==> src/sv/bdi_pkg.sv <==
// package for the beta diversity index block: widths, snapshot and status types,
// sequencer codes; no dependencies
`timescale 1ns / 1ps
`default_nettype none

package bdi_pkg;

  localparam int AB_W    = 24;   // abundance width
  localparam int OUT_W   = 17;   // index width
  localparam int CNT_W   = 17;   // bin class counters
  localparam int SUM_W   = 41;   // totals and sum of minima
  localparam int SQ_W    = 64;   // products and squares

  // wide arithmetic for morisita-horn, in 32-bit limbs
  localparam int LIMB_W  = 32;
  localparam int NLIMB   = 5;
  localparam int WIDE_W  = LIMB_W * NLIMB;
  localparam int LIMB_IW = 3;

  // snapshot queue between front and back
  localparam int QDEPTH  = 4;
  localparam int QPTR_W  = 2;
  localparam int QCNT_W  = 3;

  localparam int MAX_BINS_DEF  = 65536;
  localparam int FRAC_BITS_DEF = 16;

  typedef struct packed {
    logic [CNT_W-1:0] shared_bins;
    logic [CNT_W-1:0] only_a_bins;
    logic [CNT_W-1:0] only_b_bins;
    logic [SUM_W-1:0] total_a;
    logic [SUM_W-1:0] total_b;
    logic [SUM_W-1:0] sum_of_minima;
    logic [SQ_W-1:0]  sum_of_products;
    logic [SQ_W-1:0]  squares_a;
    logic [SQ_W-1:0]  squares_b;
  } snap_t;

  typedef struct packed {
    logic              empty;
    logic [QCNT_W-1:0] count;
  } qstat_t;

  typedef enum logic [2:0] {
    ST_IDLE, ST_MUL, ST_MUL_END, ST_SUM, ST_DIV_LOAD, ST_DIV, ST_DIV_END, ST_EMIT
  } back_state_t;

  typedef enum logic [2:0] {
    OP_BB, OP_AA, OP_SA_BB, OP_SB_AA, OP_PA, OP_PAB
  } mul_op_t;

  typedef enum logic [1:0] {
    DV_WHIT, DV_JACC, DV_SOR, DV_MH
  } div_sel_t;

endpackage

`default_nettype wire

==> src/sv/bdi_queue.sv <==
// short snapshot queue between front and back
// depends on bdi_pkg
`timescale 1ns / 1ps
`default_nettype none

module bdi_queue import bdi_pkg::*; (
  input  logic   clk,
  input  logic   rst,
  input  logic   push,
  input  snap_t  push_data,
  input  logic   pop,
  output snap_t  pop_data,
  output qstat_t qstat
);

  snap_t             slots [QDEPTH];
  logic [QPTR_W-1:0] wp, rp;
  logic [QCNT_W-1:0] count;

  // pointers and fill count
  always_ff @(posedge clk) begin
    if (rst) begin
      wp    <= '0;
      rp    <= '0;
      count <= '0;
    end else begin
      if (push) wp <= wp + 1'b1;
      if (pop)  rp <= rp + 1'b1;
      count <= count + QCNT_W'(push) - QCNT_W'(pop);
    end
  end

  always_ff @(posedge clk) begin
    if (push) begin
      slots[wp] <= push_data;
    end
  end

  assign pop_data    = slots[rp];
  assign qstat.empty = (count == '0);
  assign qstat.count = count;

endmodule

`default_nettype wire

==> config.mk <==
export PLATFORM = sky130hd
export DESIGN_NAME = bdi_queue
export DESIGN_NICKNAME = d
export VERILOG_FILES = /design/src/sv/bdi_pkg.sv /design/src/sv/bdi_queue.sv
export SDC_FILE = /design/constraint.sdc
export NUM_CORES = 1
export LEC_CHECK = 0
export BUFFER_PORTS_ARGS = -buffer_cell sky130_fd_sc_hd__buf_2
export CAP_MARGIN = 0
export CORE_MARGIN = 1.5
export CORE_UTILIZATION = 55
export DETAILED_ROUTE_END_ITERATION = 7
export PLACE_DENSITY = 0.86
export RECOVER_POWER = 50
export SLEW_MARGIN = 20
export SYNTH_ARGS = -nofsm -noshare
export SYNTH_HDL_FRONTEND = slang
export SYNTH_SLANG_ARGS = --single-unit
==> constraint.sdc <==
create_clock -name clk -period 12 [get_ports clk]
set_input_delay 0.6 -clock clk [delete_from_list [all_inputs] [get_ports clk]]
set_output_delay 0.6 -clock clk [all_outputs]
set_load 0.005 [all_outputs]
==> load_flow_metrics.sql <==
INSERT INTO impl_metrics (metric_group, metric, value, unit) VALUES
('hold_path', 'min_delay_worst_endpoint', 'slots[1][364]$_DFFE_PP_', ''),
('global_routing', 'grt_use_total', '0.256', ''),
('synthesis', 'postSynthRegisterBits', '1473', ''),
('global_routing', 'global_route.overflow_total', '0', ''),
('placement', 'gp_congestion', '0.800', ''),
('power_and_ir_drop', 'clockPowerShare', '0.384', ''),
('final_layout', 'stdcell_count', '4257', ''),
('timing', 'setup_viol', '0', ''),
('global_routing', 'antenna_found_initial', '40', ''),
('timing', 'timing.final.max_slew_violations', '234', ''),
('power_and_ir_drop', 'switching_share', '0.229', ''),
('power_and_ir_drop', 'power_density', '178', 'nW/um^2'),
('timing', 'final.setup.tns', '0', 'ns'),
('critical_path', 'end_kind', 'register', ''),
('synthesis', 'post-synth-top-count-cell', 'sky130_fd_sc_hd__edfxtp_1', ''),
('detailed_routing', 'initialDrtViolationCount', '2570', ''),
('detailed_routing', 'residual_antenna_violating_net_count_after_detailed_routing', '0', ''),
('clocking', 'tritoncts', 'yes', ''),
('global_routing', 'grt_start_max_net_pins', '150', ''),
('final_layout', 'layout.nets', '3209', ''),
('timing', 'fin_crit', '6.74', 'ns'),
('synthesis', 'synth_top_area_cells', 'sky130_fd_sc_hd__edfxtp_1 81%, sky130_fd_sc_hd__mux4_1 12%, sky130_fd_sc_hd__mux4_2 5.2%', ''),
('synthesis', 'synth_enable_flop_cells', '1464', ''),
('synthesis', 'adder_cell_share_of_the_synthesized_area', '0.00175', ''),
('placement', 'place_hpwl', '72300', 'um'),
('clocking', 'cts_htree_levels', '4', ''),
('placement', 'io_buffers', '739', ''),
('hold_path', 'worst_hold_path_type', 'input pin to register', ''),
('detailed_routing', 'post_drt_via_cell_ratio', '6.15', ''),
('synthesis', 'synth_area_per_cell', '27.8', 'sq um'),
('power_and_ir_drop', 'worst_ir_drop_vdd', '213', 'uV'),
('final_layout', 'layout.area.seq', '44100', 'sq um'),
('power_and_ir_drop', 'net_load_switching_power', '2.61', 'mW'),
('placement', 'dpl.cell_count', '3912', ''),
('critical_path', 'crit_required', '12.36', 'ns'),
('synthesis', 'synth_area_leader_cell', 'sky130_fd_sc_hd__edfxtp_1', ''),
('power_and_ir_drop', 'static-leakage-power', '20.9', 'nW'),
('synthesis', 'yosys.area.top_type_share', '0.811', ''),
('critical_path', 'worstReg2RegStart', 'wp[0]$_SDFFE_PP0P_', ''),
('synthesis', 'asyncSetResetFlopFracSynth', '0', ''),
('clocking', 'total_clock_sinks', '1473', ''),
('synthesis', 'synth.yosys.seq_area_share', '0.814', ''),
('final_layout', 'multiInputGateArea', '9380', 'sq um'),
('run', 'maxCapViolations', '4', ''),
('floorplan', 'dieHeight', '317', 'um'),
('synthesis', 'dominantRegCellSynth', 'sky130_fd_sc_hd__edfxtp_1', ''),
('synthesis', 'post_synth_mux_area_share', '0.169', ''),
('synthesis', 'synth-xor-area-share', '0.000762', ''),
('synthesis', 'yosysWarnings', '0', ''),
('power_and_ir_drop', 'combPwrFrac', '0.086', ''),
('synthesis', 'mappedNetlistNets', '2330', ''),
('final_layout', 'final_cell_area', '63800', 'sq um'),
('outcome', 'failed_checks', 'max-capacitance violations, max-slew violations', ''),
('critical_path', 'cp-start-kind', 'register', ''),
('final_layout', 'num-fill-cells', '5939', ''),
('critical_path', 'reg2reg_end', 'slots[1][277]$_DFFE_PP_', ''),
('clocking', 'path_clk_slew', '0.07', 'ns'),
('synthesis', 'synth_top_family_by_area', 'multiplexers', ''),
('floorplan', 'total_die_area', '100000', 'sq um'),
('global_routing', 'global_route_wire_length_before_repair', '184000', 'um'),
('final_layout', 'layout-drive-gt1-share', '0.244', ''),
('critical_path', 'rrSetupSlack', '5.26', 'ns'),
('timing', 'grt_setup_unrepaired', 'no', ''),
('outcome', 'outcome', 'finished with violations', ''),
('power_and_ir_drop', 'total_power', '11.4', 'mW'),
('clocking', 'post_cts.resized_instances', '0', ''),
('floorplan', 'core.rowCount', '114', ''),
('hold_path', 'worstHoldStart', 'push_data[364]', ''),
('global_routing', 'first_global_vias', '27300', ''),
('clocking', 'holdBufCountCts', '52', ''),
('floorplan', 'initial_core_util', '0.558', '');
## cells in the final DEF (no fill, tap or decap), drive strengths merged, types with 2 or more instances in the layout
| cell | n |
|---|---|
| diode | 33 |
| inv | 18 |
| nor2 | 5 |
| ha | 6 |
| dfxtp | 9 |
| clkinv | 57 |
| mux4 | 366 |
| and2 | 4 |
| clkbuf | 545 |
| clkinvlp | 6 |
| bufinv | 7 |
| dlygate4sd3 | 52 |
| edfxtp | 1464 |
| buf | 398 |
| xnor2 | 2 |
| nor2b | 2 |
## per-stage QoR
stage | setup slack (ns) | hold WS, ns | utilization
2_1_floorplan | 2.39 | 0.492 | -
3_3_place_gp | 7.87 | 0.502 | 0.609
3_5_place_dp | 7.84 | 0.537 | 0.609
4_1_cts | 6.88 | 0.000181 | 0.660
5_1_grt | 4.77 | 0.0640 | 0.656
6_report | 5.26 | 0.103 | 0.656
## area by class of cell
| class | instances | share of cell area |
|---|---|---|
| flip-flops and latches | 1473 | 0.692 |
| multi-input cells | 392 | 0.147 |
| repair buffers | 817 | 0.0630 |
| clock buffers | 178 | 0.0588 |
| well taps | 1276 | 0.0250 |
| clock inverters | 82 | 0.0120 |
| diodes | 33 | 0.00130 |
| inverters | 6 | 0.000353 |
## registers in the layout, indices dropped and copies added, names as in the netlist, named ones only
name   flops
count      3
rp         2
wp         2
slots   1464
## critical path, cell delays in order (launching register included)
cell                      delay (ns)
sky130_fd_sc_hd__dfxtp_1        0.43
sky130_fd_sc_hd__ha_1           0.19
sky130_fd_sc_hd__and2_0         3.60
sky130_fd_sc_hd__buf_4          1.04
sky130_fd_sc_hd__buf_4          0.86
## power by group through the flow
stage	registers [mW]	clock network (mW)	logic (mW)
3_5_place_dp	6.10	0	0.953
3_3_place_gp	6.07	0	0.920
6_report	6.02	4.37	0.980
2_1_floorplan	6.15	0	0.516
5_1_grt	6.03	4.61	1.03
4_1_cts	6.00	4.38	0.990
## cell families after synthesis
kind of cell | Yosys count
DFF | 1473
muxes | 367
buffers and inverters | 88
and+or+nand+nor | 13
adders and majority gates | 7
xor gates and xnor gates | 3
AOI/OAI and AO/OA | 2
## worst max-delay path by stage
| stage | end | slack (ns) | cells past startpoint | startpoint |
|---|---|---|---|---|
| floorplan | slots[0][0]$_DFFE_PP_ | 2.39 | 1 | push |
| global placement | pop_data[322] | 7.87 | 4 | register |
| detailed placement | pop_data[246] | 7.84 | 4 | register |
| CTS | pop_data[240] | 6.88 | 4 | register |
| global route | slots[3][277]$_DFFE_PP_ | 4.77 | 4 | wp[0]$_SDFFE_PP0P_ |
| finish | slots[1][277]$_DFFE_PP_ | 5.26 | 4 | wp[0]$_SDFFE_PP0P_ |
## layer usage
layer  vias to the layer above  routed length [um]  track usage
met5                         -                  97            0
met4                        16                5640        0.120
met3                       327               12500       0.0744
met2                      1647               71200        0.446
met1                     13600               43800        0.292
li1                      10600                   -            -
Power figures use the tool's default switching activity.
